## src/hdl/fbfl_pkg.sv

```systemverilog
package fbfl_pkg;

    // Default pool depth.
    localparam int MAX_BUCKETS_DEF = 256;

    // Fixed field widths.
    localparam int CMD_W    = 2;
    localparam int INDEX_W  = 8;
    localparam int COUNT_W  = 9;
    localparam int BYTES_W  = 16;
    localparam int OFFSET_W = 24;

    // Register port.
    localparam int ADDR_W = 3;
    localparam int DATA_W = 32;

    // Register select, taken from the word address bit.
    localparam logic REG_SEL_COUNT = 1'b0;
    localparam logic REG_SEL_BYTES = 1'b1;

    // Reset values and limits.
    localparam logic [COUNT_W-1:0] BUCKET_COUNT_RST = 9'd256;
    localparam logic [BYTES_W-1:0] BUCKET_BYTES_RST = 16'd64;
    localparam logic [COUNT_W-1:0] COUNT_MAX        = 9'd511;

    typedef enum logic [CMD_W-1:0] {
        CMD_ALLOC = 2'd0,
        CMD_FREE  = 2'd1,
        CMD_CLEAR = 2'd2
    } cmd_t;

    typedef enum logic [1:0] {
        ST_IDLE,
        ST_ALLOC,
        ST_SWEEP
    } state_t;

    typedef struct packed {
        logic [COUNT_W-1:0] bucket_count;
        logic [BYTES_W-1:0] bucket_bytes;
    } cfg_t;

    typedef struct packed {
        logic                done;
        logic                ok;
        logic [INDEX_W-1:0]  granted_index;
        logic [OFFSET_W-1:0] byte_offset;
        logic [COUNT_W-1:0]  in_use;
    } result_t;

endpackage

```

## src/hdl/fbfl_link_mem.sv

```systemverilog
module fbfl_link_mem #(
    parameter int DEPTH  = fbfl_pkg::MAX_BUCKETS_DEF,
    parameter int ADDR_W = $clog2(DEPTH),
    parameter int DATA_W = $clog2(DEPTH + 1)
) (
    input  logic              clk,
    input  logic              wr_en,
    input  logic [ADDR_W-1:0] wr_addr,
    input  logic [DATA_W-1:0] wr_data,
    input  logic [ADDR_W-1:0] rd_addr,
    output logic [DATA_W-1:0] rd_data
);

    logic [DATA_W-1:0] link_mem [DEPTH];
    logic [DATA_W-1:0] rd_data_reg;

    // Single write port.
    always_ff @(posedge clk)
    begin
        if (wr_en)
        begin
            link_mem[wr_addr] <= wr_data;
        end
    end

    // Registered read.
    always_ff @(posedge clk)
    begin
        rd_data_reg <= link_mem[rd_addr];
    end

    assign rd_data = rd_data_reg;

endmodule

```

## src/hdl/fbfl_cfg_regs.sv

```systemverilog
module fbfl_cfg_regs (
    input  logic                          clk,
    input  logic                          rst_n,
    input  logic                          psel,
    input  logic                          penable,
    input  logic                          pwrite,
    input  logic [fbfl_pkg::ADDR_W-1:0]   paddr,
    input  logic [fbfl_pkg::DATA_W-1:0]   pwdata,
    output logic [fbfl_pkg::DATA_W-1:0]   prdata,
    output logic                          pready,
    output fbfl_pkg::cfg_t                cfg
);

    fbfl_pkg::cfg_t cfg_reg;
    fbfl_pkg::cfg_t cfg_next;
    logic           wr_strobe;

    assign pready    = 1'b1;
    assign wr_strobe = psel && penable && pwrite;

    // Register writes, decoded on the word address bit.
    always_comb
    begin
        cfg_next = cfg_reg;
        if (wr_strobe)
        begin
            case (paddr[2])
                fbfl_pkg::REG_SEL_COUNT:
                    cfg_next.bucket_count = pwdata[fbfl_pkg::COUNT_W-1:0];
                fbfl_pkg::REG_SEL_BYTES:
                    cfg_next.bucket_bytes = pwdata[fbfl_pkg::BYTES_W-1:0];
                default:
                    cfg_next = cfg_reg;
            endcase
        end
    end

    always_ff @(posedge clk or negedge rst_n)
    begin
        if (!rst_n)
        begin
            cfg_reg.bucket_count <= fbfl_pkg::BUCKET_COUNT_RST;
            cfg_reg.bucket_bytes <= fbfl_pkg::BUCKET_BYTES_RST;
        end
        else
        begin
            cfg_reg <= cfg_next;
        end
    end

    // Read-back mux.
    always_comb
    begin
        case (paddr[2])
            fbfl_pkg::REG_SEL_COUNT:
                prdata = fbfl_pkg::DATA_W'(cfg_reg.bucket_count);
            fbfl_pkg::REG_SEL_BYTES:
                prdata = fbfl_pkg::DATA_W'(cfg_reg.bucket_bytes);
            default:
                prdata = '0;
        endcase
    end

    assign cfg = cfg_reg;

endmodule

```

## src/hdl/fbfl_ctrl.sv

```systemverilog
module fbfl_ctrl #(
    parameter int MAX_BUCKETS = fbfl_pkg::MAX_BUCKETS_DEF,
    parameter int IDX_W       = $clog2(MAX_BUCKETS),
    parameter int LINK_W      = $clog2(MAX_BUCKETS + 1)
) (
    input  logic                          clk,
    input  logic                          rst_n,
    input  logic                          start,
    output logic                          busy,
    input  logic [fbfl_pkg::CMD_W-1:0]    cmd,
    input  logic [fbfl_pkg::INDEX_W-1:0]  bucket_index,
    input  fbfl_pkg::cfg_t                cfg,
    output fbfl_pkg::result_t             result,
    output logic                          mem_wr_en,
    output logic [IDX_W-1:0]              mem_wr_addr,
    output logic [LINK_W-1:0]             mem_wr_data,
    output logic [IDX_W-1:0]              mem_rd_addr,
    input  logic [LINK_W-1:0]             mem_rd_data
);

    localparam int CMP_W   = (LINK_W > fbfl_pkg::COUNT_W) ? LINK_W : fbfl_pkg::COUNT_W;
    localparam int PROD_W  = IDX_W + fbfl_pkg::BYTES_W;
    localparam int PRODX_W = (PROD_W > fbfl_pkg::OFFSET_W) ? PROD_W : fbfl_pkg::OFFSET_W;
    localparam int RESET_N = (int'(fbfl_pkg::BUCKET_COUNT_RST) > MAX_BUCKETS) ?
                             MAX_BUCKETS : int'(fbfl_pkg::BUCKET_COUNT_RST);
    localparam logic [LINK_W-1:0] LINK_END    = LINK_W'(MAX_BUCKETS);
    localparam logic [LINK_W-1:0] RESET_LIMIT = LINK_W'(RESET_N);

    fbfl_pkg::state_t  state_reg,     state_next;
    logic [LINK_W-1:0] head_reg,      head_next;
    logic [fbfl_pkg::COUNT_W-1:0] count_reg, count_next;
    logic [LINK_W-1:0] sweep_idx_reg, sweep_idx_next;
    logic [LINK_W-1:0] sweep_lim_reg, sweep_lim_next;
    logic              report_reg,    report_next;
    fbfl_pkg::result_t res_reg,       res_next;

    logic [CMP_W-1:0]   count_ext;
    logic [CMP_W-1:0]   max_ext;
    logic [CMP_W-1:0]   eff_cmp;
    logic [LINK_W-1:0]  eff_count;
    logic [CMP_W-1:0]   index_ext;
    logic [CMP_W-1:0]   head_ext;
    logic               index_ok;
    logic               head_valid;
    logic               accept;
    logic [PROD_W-1:0]  prod;
    logic [PRODX_W-1:0] prod_ext;
    logic [LINK_W-1:0]  sweep_idx_inc;
    logic [fbfl_pkg::COUNT_W-1:0] count_inc;
    logic [fbfl_pkg::COUNT_W-1:0] count_dec;

    // Effective bucket count, clamped to the pool depth.
    assign count_ext = CMP_W'(cfg.bucket_count);
    assign max_ext   = CMP_W'(MAX_BUCKETS);
    assign eff_cmp   = (count_ext > max_ext) ? max_ext : count_ext;
    assign eff_count = eff_cmp[LINK_W-1:0];

    assign index_ext  = CMP_W'(bucket_index);
    assign index_ok   = index_ext < eff_cmp;
    assign head_ext   = CMP_W'(head_reg);
    assign head_valid = head_reg < LINK_END;

    assign busy   = state_reg != fbfl_pkg::ST_IDLE;
    assign accept = start && (state_reg == fbfl_pkg::ST_IDLE);

    // Byte offset of the head bucket; registered into the result.
    assign prod     = PROD_W'(head_reg[IDX_W-1:0]) * PROD_W'(cfg.bucket_bytes);
    assign prod_ext = PRODX_W'(prod);

    // Saturating count steps.
    assign count_inc = (count_reg == fbfl_pkg::COUNT_MAX) ? count_reg :
                       count_reg + fbfl_pkg::COUNT_W'(1);
    assign count_dec = (count_reg == '0) ? count_reg : count_reg - fbfl_pkg::COUNT_W'(1);

    assign sweep_idx_inc = sweep_idx_reg + LINK_W'(1);

    // The link memory is always read at the head; the data is used in the following cycle.
    assign mem_rd_addr = head_reg[IDX_W-1:0];

    // Next state, results and link-memory writes.
    always_comb
    begin
        state_next     = state_reg;
        head_next      = head_reg;
        count_next     = count_reg;
        sweep_idx_next = sweep_idx_reg;
        sweep_lim_next = sweep_lim_reg;
        report_next    = report_reg;
        res_next       = res_reg;
        res_next.done  = 1'b0;
        mem_wr_en      = 1'b0;
        mem_wr_addr    = sweep_idx_reg[IDX_W-1:0];
        mem_wr_data    = sweep_idx_inc;

        case (state_reg)
            fbfl_pkg::ST_IDLE:
            begin
                if (accept)
                begin
                    res_next.done          = 1'b1;
                    res_next.ok            = 1'b0;
                    res_next.granted_index = '0;
                    res_next.byte_offset   = '0;
                    res_next.in_use        = count_reg;
                    case (fbfl_pkg::cmd_t'(cmd))
                        fbfl_pkg::CMD_ALLOC:
                        begin
                            // An empty list answers at once; otherwise wait for the link.
                            if (head_valid)
                            begin
                                res_next.done = 1'b0;
                                state_next    = fbfl_pkg::ST_ALLOC;
                            end
                        end
                        fbfl_pkg::CMD_FREE:
                        begin
                            // Push the bucket onto the head of the list.
                            if (index_ok)
                            begin
                                mem_wr_en       = 1'b1;
                                mem_wr_addr     = index_ext[IDX_W-1:0];
                                mem_wr_data     = head_reg;
                                head_next       = index_ext[LINK_W-1:0];
                                count_next      = count_dec;
                                res_next.ok     = 1'b1;
                                res_next.in_use = count_dec;
                            end
                        end
                        fbfl_pkg::CMD_CLEAR:
                        begin
                            res_next.done  = 1'b0;
                            state_next     = fbfl_pkg::ST_SWEEP;
                            sweep_idx_next = '0;
                            sweep_lim_next = eff_count;
                            report_next    = 1'b1;
                        end
                        default:
                        begin
                            res_next.ok = 1'b0;
                        end
                    endcase
                end
            end

            fbfl_pkg::ST_ALLOC:
            begin
                // Pop: the link read at the accept edge becomes the new head.
                head_next              = mem_rd_data;
                count_next             = count_inc;
                res_next.done          = 1'b1;
                res_next.ok            = 1'b1;
                res_next.granted_index = head_ext[fbfl_pkg::INDEX_W-1:0];
                res_next.byte_offset   = prod_ext[fbfl_pkg::OFFSET_W-1:0];
                res_next.in_use        = count_inc;
                state_next             = fbfl_pkg::ST_IDLE;
            end

            fbfl_pkg::ST_SWEEP:
            begin
                if (sweep_idx_reg == sweep_lim_reg)
                begin
                    // Chain is built; an empty pool leaves the head at the end mark.
                    head_next   = (sweep_lim_reg == '0) ? LINK_END : '0;
                    count_next  = '0;
                    state_next  = fbfl_pkg::ST_IDLE;
                    report_next = 1'b0;
                    if (report_reg)
                    begin
                        res_next.done          = 1'b1;
                        res_next.ok            = 1'b1;
                        res_next.granted_index = '0;
                        res_next.byte_offset   = '0;
                        res_next.in_use        = '0;
                    end
                end
                else
                begin
                    // Link one bucket to the next; the last one gets the end mark.
                    mem_wr_en      = 1'b1;
                    mem_wr_data    = (sweep_idx_inc == sweep_lim_reg) ? LINK_END : sweep_idx_inc;
                    sweep_idx_next = sweep_idx_inc;
                end
            end

            default:
            begin
                state_next = fbfl_pkg::ST_IDLE;
            end
        endcase
    end

    // Reset starts the relinking pass over the reset bucket count.
    always_ff @(posedge clk or negedge rst_n)
    begin
        if (!rst_n)
        begin
            state_reg     <= fbfl_pkg::ST_SWEEP;
            head_reg      <= LINK_END;
            count_reg     <= '0;
            sweep_idx_reg <= '0;
            sweep_lim_reg <= RESET_LIMIT;
            report_reg    <= 1'b0;
            res_reg       <= '0;
        end
        else
        begin
            state_reg     <= state_next;
            head_reg      <= head_next;
            count_reg     <= count_next;
            sweep_idx_reg <= sweep_idx_next;
            sweep_lim_reg <= sweep_lim_next;
            report_reg    <= report_next;
            res_reg       <= res_next;
        end
    end

    assign result = res_reg;

endmodule

```

## src/hdl/fixed_block_free_list_allocator_unit.sv

```systemverilog
// Channel   Direction  Handshake               Payload
// command   in         start high, busy low    cmd, bucket_index
// result    out        done for one cycle      ok, granted_index, byte_offset, in_use
// config    in         APB write, pready = 1   paddr, pwdata, prdata
//
// Free and the unused command: result in the cycle after the accepting edge; next item
// may follow at once. Allocate: the link is read at the head, then ST_ALLOC answers;
// on an empty pool it answers in the cycle after the accepting edge, as free does.
// Clear: ST_SWEEP writes one link per bucket of the effective count, then answers.
// After reset the same relinking pass runs over min(256, MAX_BUCKETS) buckets with busy
// high; configuration writes are taken meanwhile. The result side cannot stall.
module fixed_block_free_list_allocator_unit #(
    parameter int MAX_BUCKETS = fbfl_pkg::MAX_BUCKETS_DEF
) (
    input  logic                          clk,
    input  logic                          rst_n,
    input  logic                          start,
    output logic                          busy,
    input  logic [fbfl_pkg::CMD_W-1:0]    cmd,
    input  logic [fbfl_pkg::INDEX_W-1:0]  bucket_index,
    output logic                          done,
    output logic                          ok,
    output logic [fbfl_pkg::INDEX_W-1:0]  granted_index,
    output logic [fbfl_pkg::OFFSET_W-1:0] byte_offset,
    output logic [fbfl_pkg::COUNT_W-1:0]  in_use,
    input  logic                          psel,
    input  logic                          penable,
    input  logic                          pwrite,
    input  logic [fbfl_pkg::ADDR_W-1:0]   paddr,
    input  logic [fbfl_pkg::DATA_W-1:0]   pwdata,
    output logic [fbfl_pkg::DATA_W-1:0]   prdata,
    output logic                          pready
);

    localparam int IDX_W  = $clog2(MAX_BUCKETS);
    localparam int LINK_W = $clog2(MAX_BUCKETS + 1);

    fbfl_pkg::cfg_t    cfg;
    fbfl_pkg::result_t result;
    logic              mem_wr_en;
    logic [IDX_W-1:0]  mem_wr_addr;
    logic [LINK_W-1:0] mem_wr_data;
    logic [IDX_W-1:0]  mem_rd_addr;
    logic [LINK_W-1:0] mem_rd_data;

    // Configuration registers.
    fbfl_cfg_regs u_cfg (
        .clk     (clk),
        .rst_n   (rst_n),
        .psel    (psel),
        .penable (penable),
        .pwrite  (pwrite),
        .paddr   (paddr),
        .pwdata  (pwdata),
        .prdata  (prdata),
        .pready  (pready),
        .cfg     (cfg)
    );

    // Command sequencer: head, count, relinking pass.
    fbfl_ctrl #(
        .MAX_BUCKETS (MAX_BUCKETS),
        .IDX_W       (IDX_W),
        .LINK_W      (LINK_W)
    ) u_ctrl (
        .clk          (clk),
        .rst_n        (rst_n),
        .start        (start),
        .busy         (busy),
        .cmd          (cmd),
        .bucket_index (bucket_index),
        .cfg          (cfg),
        .result       (result),
        .mem_wr_en    (mem_wr_en),
        .mem_wr_addr  (mem_wr_addr),
        .mem_wr_data  (mem_wr_data),
        .mem_rd_addr  (mem_rd_addr),
        .mem_rd_data  (mem_rd_data)
    );

    // Next-free link per bucket.
    fbfl_link_mem #(
        .DEPTH  (MAX_BUCKETS),
        .ADDR_W (IDX_W),
        .DATA_W (LINK_W)
    ) u_link_mem (
        .clk     (clk),
        .wr_en   (mem_wr_en),
        .wr_addr (mem_wr_addr),
        .wr_data (mem_wr_data),
        .rd_addr (mem_rd_addr),
        .rd_data (mem_rd_data)
    );

    assign done          = result.done;
    assign ok            = result.ok;
    assign granted_index = result.granted_index;
    assign byte_offset   = result.byte_offset;
    assign in_use        = result.in_use;

endmodule

```

## config.mk

```make
export PLATFORM = sky130hd
export DESIGN_NAME = fixed_block_free_list_allocator_unit
export DESIGN_NICKNAME = d
export VERILOG_FILES = /design/src/hdl/fbfl_pkg.sv /design/src/hdl/fbfl_link_mem.sv /design/src/hdl/fbfl_cfg_regs.sv /design/src/hdl/fbfl_ctrl.sv /design/src/hdl/fixed_block_free_list_allocator_unit.sv
export SDC_FILE = /design/constraint.sdc
export NUM_CORES = 2
export LEC_CHECK = 0
export BUFFER_PORTS_ARGS = -buffer_cell sky130_fd_sc_hd__buf_4
export CAP_MARGIN = 25
export CORE_MARGIN = 2
export CORE_UTILIZATION = 25
export DETAILED_ROUTE_END_ITERATION = 8
export PLACE_DENSITY = 0.49
export SLEW_MARGIN = 20
export SYNTH_ARGS = -nofsm -noshare
export SYNTH_HDL_FRONTEND = slang
export SYNTH_SLANG_ARGS = --single-unit
```

## constraint.sdc

```tcl
create_clock -name clk -period 20.9 [get_ports clk]
set_input_delay 2.09 -clock clk [delete_from_list [all_inputs] [get_ports clk]]
set_output_delay 2.09 -clock clk [all_outputs]
set_load 0.02 [all_outputs]
```

==> flow_metrics.tcl <==
set metrics [dict create \
    synth_top_flop_cell "edfxtp_1" \
    start_kind "flip-flop" \
    post_cts.repair.setup_buffers 0 \
    drv_slew 0 \
    syn_to_final_growth_pct 17.1 \
    dp_slack_ps 12890 \
    ctsResizeCount 0 \
    power_uw 18400 \
    dieWidth_um 635 \
    cts.clk_slew.worst_paths_ps 60 \
    grt_use_total_pct 12.9 \
    worstPathArrival_ps 7420 \
    num_vias 50810 \
    end_kind "flip-flop" \
    num_rows 231 \
    clk_latency_ps 880 \
    tightest_slew_ps 1140 \
    largest_register_ff_count 2304 \
    fin_skew_ps 48.5 \
    fp.coreArea_sq_mm 0.396 \
    synth_edf_count 2304 \
    die_h_um 635 \
    cts_tree "yes" \
    cts_made_buffers 272 \
    wl_per_cell_um 24.5 \
    vdd_ir_drop_max_v 0.000234 \
    hp-class "flip-flop to flip-flop" \
    syn_inst 5159 \
    slew-limit-headroom_pct 24.0 \
    timing.final.crit_share_pct 32.0 \
    finalNetCount 5650 \
    min_period_ps 6700 \
    io_buffers 92 \
    grt_pass1_vias 52475 \
    dr.pass1.iters 5 \
    drt-total-wl_um 267000 \
    final_hold_viol_count 0 \
    yosysMostFrequentCell "edfxtp_1" \
    ctsRootBufferMaster "clkbuf_16" \
    post-dp-hpwl_um 159000 \
    via_per_inst 4.66 \
    worstPathRequired_ps 21620 \
    fin_setup_tns_ps 0 \
    timing.final.ws_setup_ps 14200 \
    leakagePower_uw 0.0378 \
    crit_type "flip-flop to flip-flop" \
    async_flop_share_pct 4.42 \
    utilization_pct 29.5 \
    ant_nets 0 \
    synth_top_area_cell "edfxtp_1" \
    status "finished clean" \
    clockBufferDepth 4 \
    postSynthAreaPerCell_sq_um 19.3 \
    synth_cell_types 88 \
    ys_seq_area_share_pct 72.3 \
    synthTopCellsByCount "2304 x edfxtp_1, 582 x mux4_2, 175 x nor3_1" \
    clock_sinks 2420 \
    rsz0062_at_grt "false" \
    drt_iter0_drc 4493 \
    grt_max_degree 201 \
    die_area_sq_mm 0.404 \
    start_util_pct 25.1 \
    holdWs_ps 479 \
    fmax_mhz 149 \
    yosys_warnings 0 \
    netlist.area_leader.share_pct 69.4 \
    grt_pass1_wl_um 385000 \
    cts_htree_levels 5 \
    drv_cap 0 \
    drc 0 \
    drive_gt1_share_pct 25.5 \
    synth_area_sq_mm 0.0996 \
    ioPinCount 128 \
    synthTopCellsByArea "edfxtp_1 69%, mux4_2 13%, dfrtp_1 2.6%" \
    cts_hold_buf 0 \
    setup_viol 0 \
    n_fill_cell 38687 \
    cp_max_fo 77 \
    ys_ff_latch 2420 \
    p_per_area_mw_per_mm2 158 \
    gp_congestion 0.785 \
    grt_overflow 0 \
    antenna_found_initial 7 \
]
[path summary, 6_finish.rpt]
| kind | startpoint | to | slack [ps] | depth (start not counted) |
|---|---|---|---|---|
| min reg2reg | u_ctrl.result[40] | u_ctrl.result[40] | 480 | 2 |
| max | u_ctrl.head_ext[0] | u_link_mem.rd_data[7] | 14200 | 12 |
| max reg2reg | u_ctrl.head_ext[0] | u_link_mem.rd_data[7] | 14200 | 12 |
| max in group asynchronous | rst_n | u_ctrl.head_ext[2] | 18280 | 2 |
| min | u_ctrl.result[40] | u_ctrl.result[40] | 480 | 2 |
| min in group asynchronous | rst_n | u_ctrl.result[42] | 1220 | 1 |
[per-layer routing]
layer | wire length, um | track usage, %
met1 | 120000 | 18.1
met3 | 14300 | 1.97
met5 | 0 | 0
met4 | 6420 | 3.34
met2 | 127000 | 20.8
[report_power, final]
group	leakage, uW	internal (uW)	switching (uW)
clock network	0.00434	2830	1970
logic	0.0110	2740	4650
registers	0.0225	6010	193
[worst max-delay path: stages, from the launching register on]
cell and delay, ps:
dfrtp_4 650, buf_12 460, buf_4 780, buf_4 740, buf_4 690, buf_4 770, mux4_2 620, mux4_2 460
nor2b_1 140, a21oi_1 360, nand2_1 120, o21ai_0 390, a31oi_1 70
[cell families (layout without fill, tap and decap cells)]
logic type | Yosys count | after routing | synth area share, %
adders and majority gates | 142 | 142 | 2.42
and+or+nand+nor | 814 | 814 | 4.03
buffers and inverters | 452 | 946 | 2.03
other | 2 | 19 | 0.00754
muxes | 757 | 757 | 15.0
DFF | 2420 | 2420 | 72.3
xor gates and xnor gates | 38 | 38 | 0.362
AOI/OAI and AO/OA | 534 | 534 | 3.86
[per-stage QoR]
stage	cell area, sq um	instances
after floorplan	99700	5174
after global placement	108000	10413
after detailed placement	108000	10415
after CTS	117000	10900
after global routing	117000	10911
final	117000	10912
[cell usage in the layout (no fill, tap or decap), drive strengths merged, types with 51 or more instances in the layout]
cell type | Yosys | routed
edfxtp | 2304 | 2304
mux4 | 582 | 582
buf | 190 | 347
clkbuf | 148 | 324
nor3 | 179 | 179
nand2 | 175 | 175
nor2 | 158 | 158
mux2i | 134 | 134
a21oi | 132 | 132
inv | 111 | 130
and2 | 118 | 118
clkinv | 3 | 105
dfrtp | 102 | 102
a22oi | 86 | 86
fa | 84 | 84
ha | 58 | 58
o21ai | 51 | 51
[area by class of cell]
| cell class | count | area (sq um) | area share (%) |
|---|---|---|---|
| inverter | 114 | 428 | 0.367 |
| clock buffer | 324 | 7120 | 6.10 |
| timing repair buffer | 347 | 2850 | 2.44 |
| multi-input combinational | 2302 | 25900 | 22.2 |
| sequential | 2420 | 72100 | 61.8 |
| tap | 5242 | 6560 | 5.62 |
| clock inverter | 161 | 1790 | 1.54 |
| antenna | 2 | 5.00 | 0.00429 |
Power figures use the tool's default switching activity.
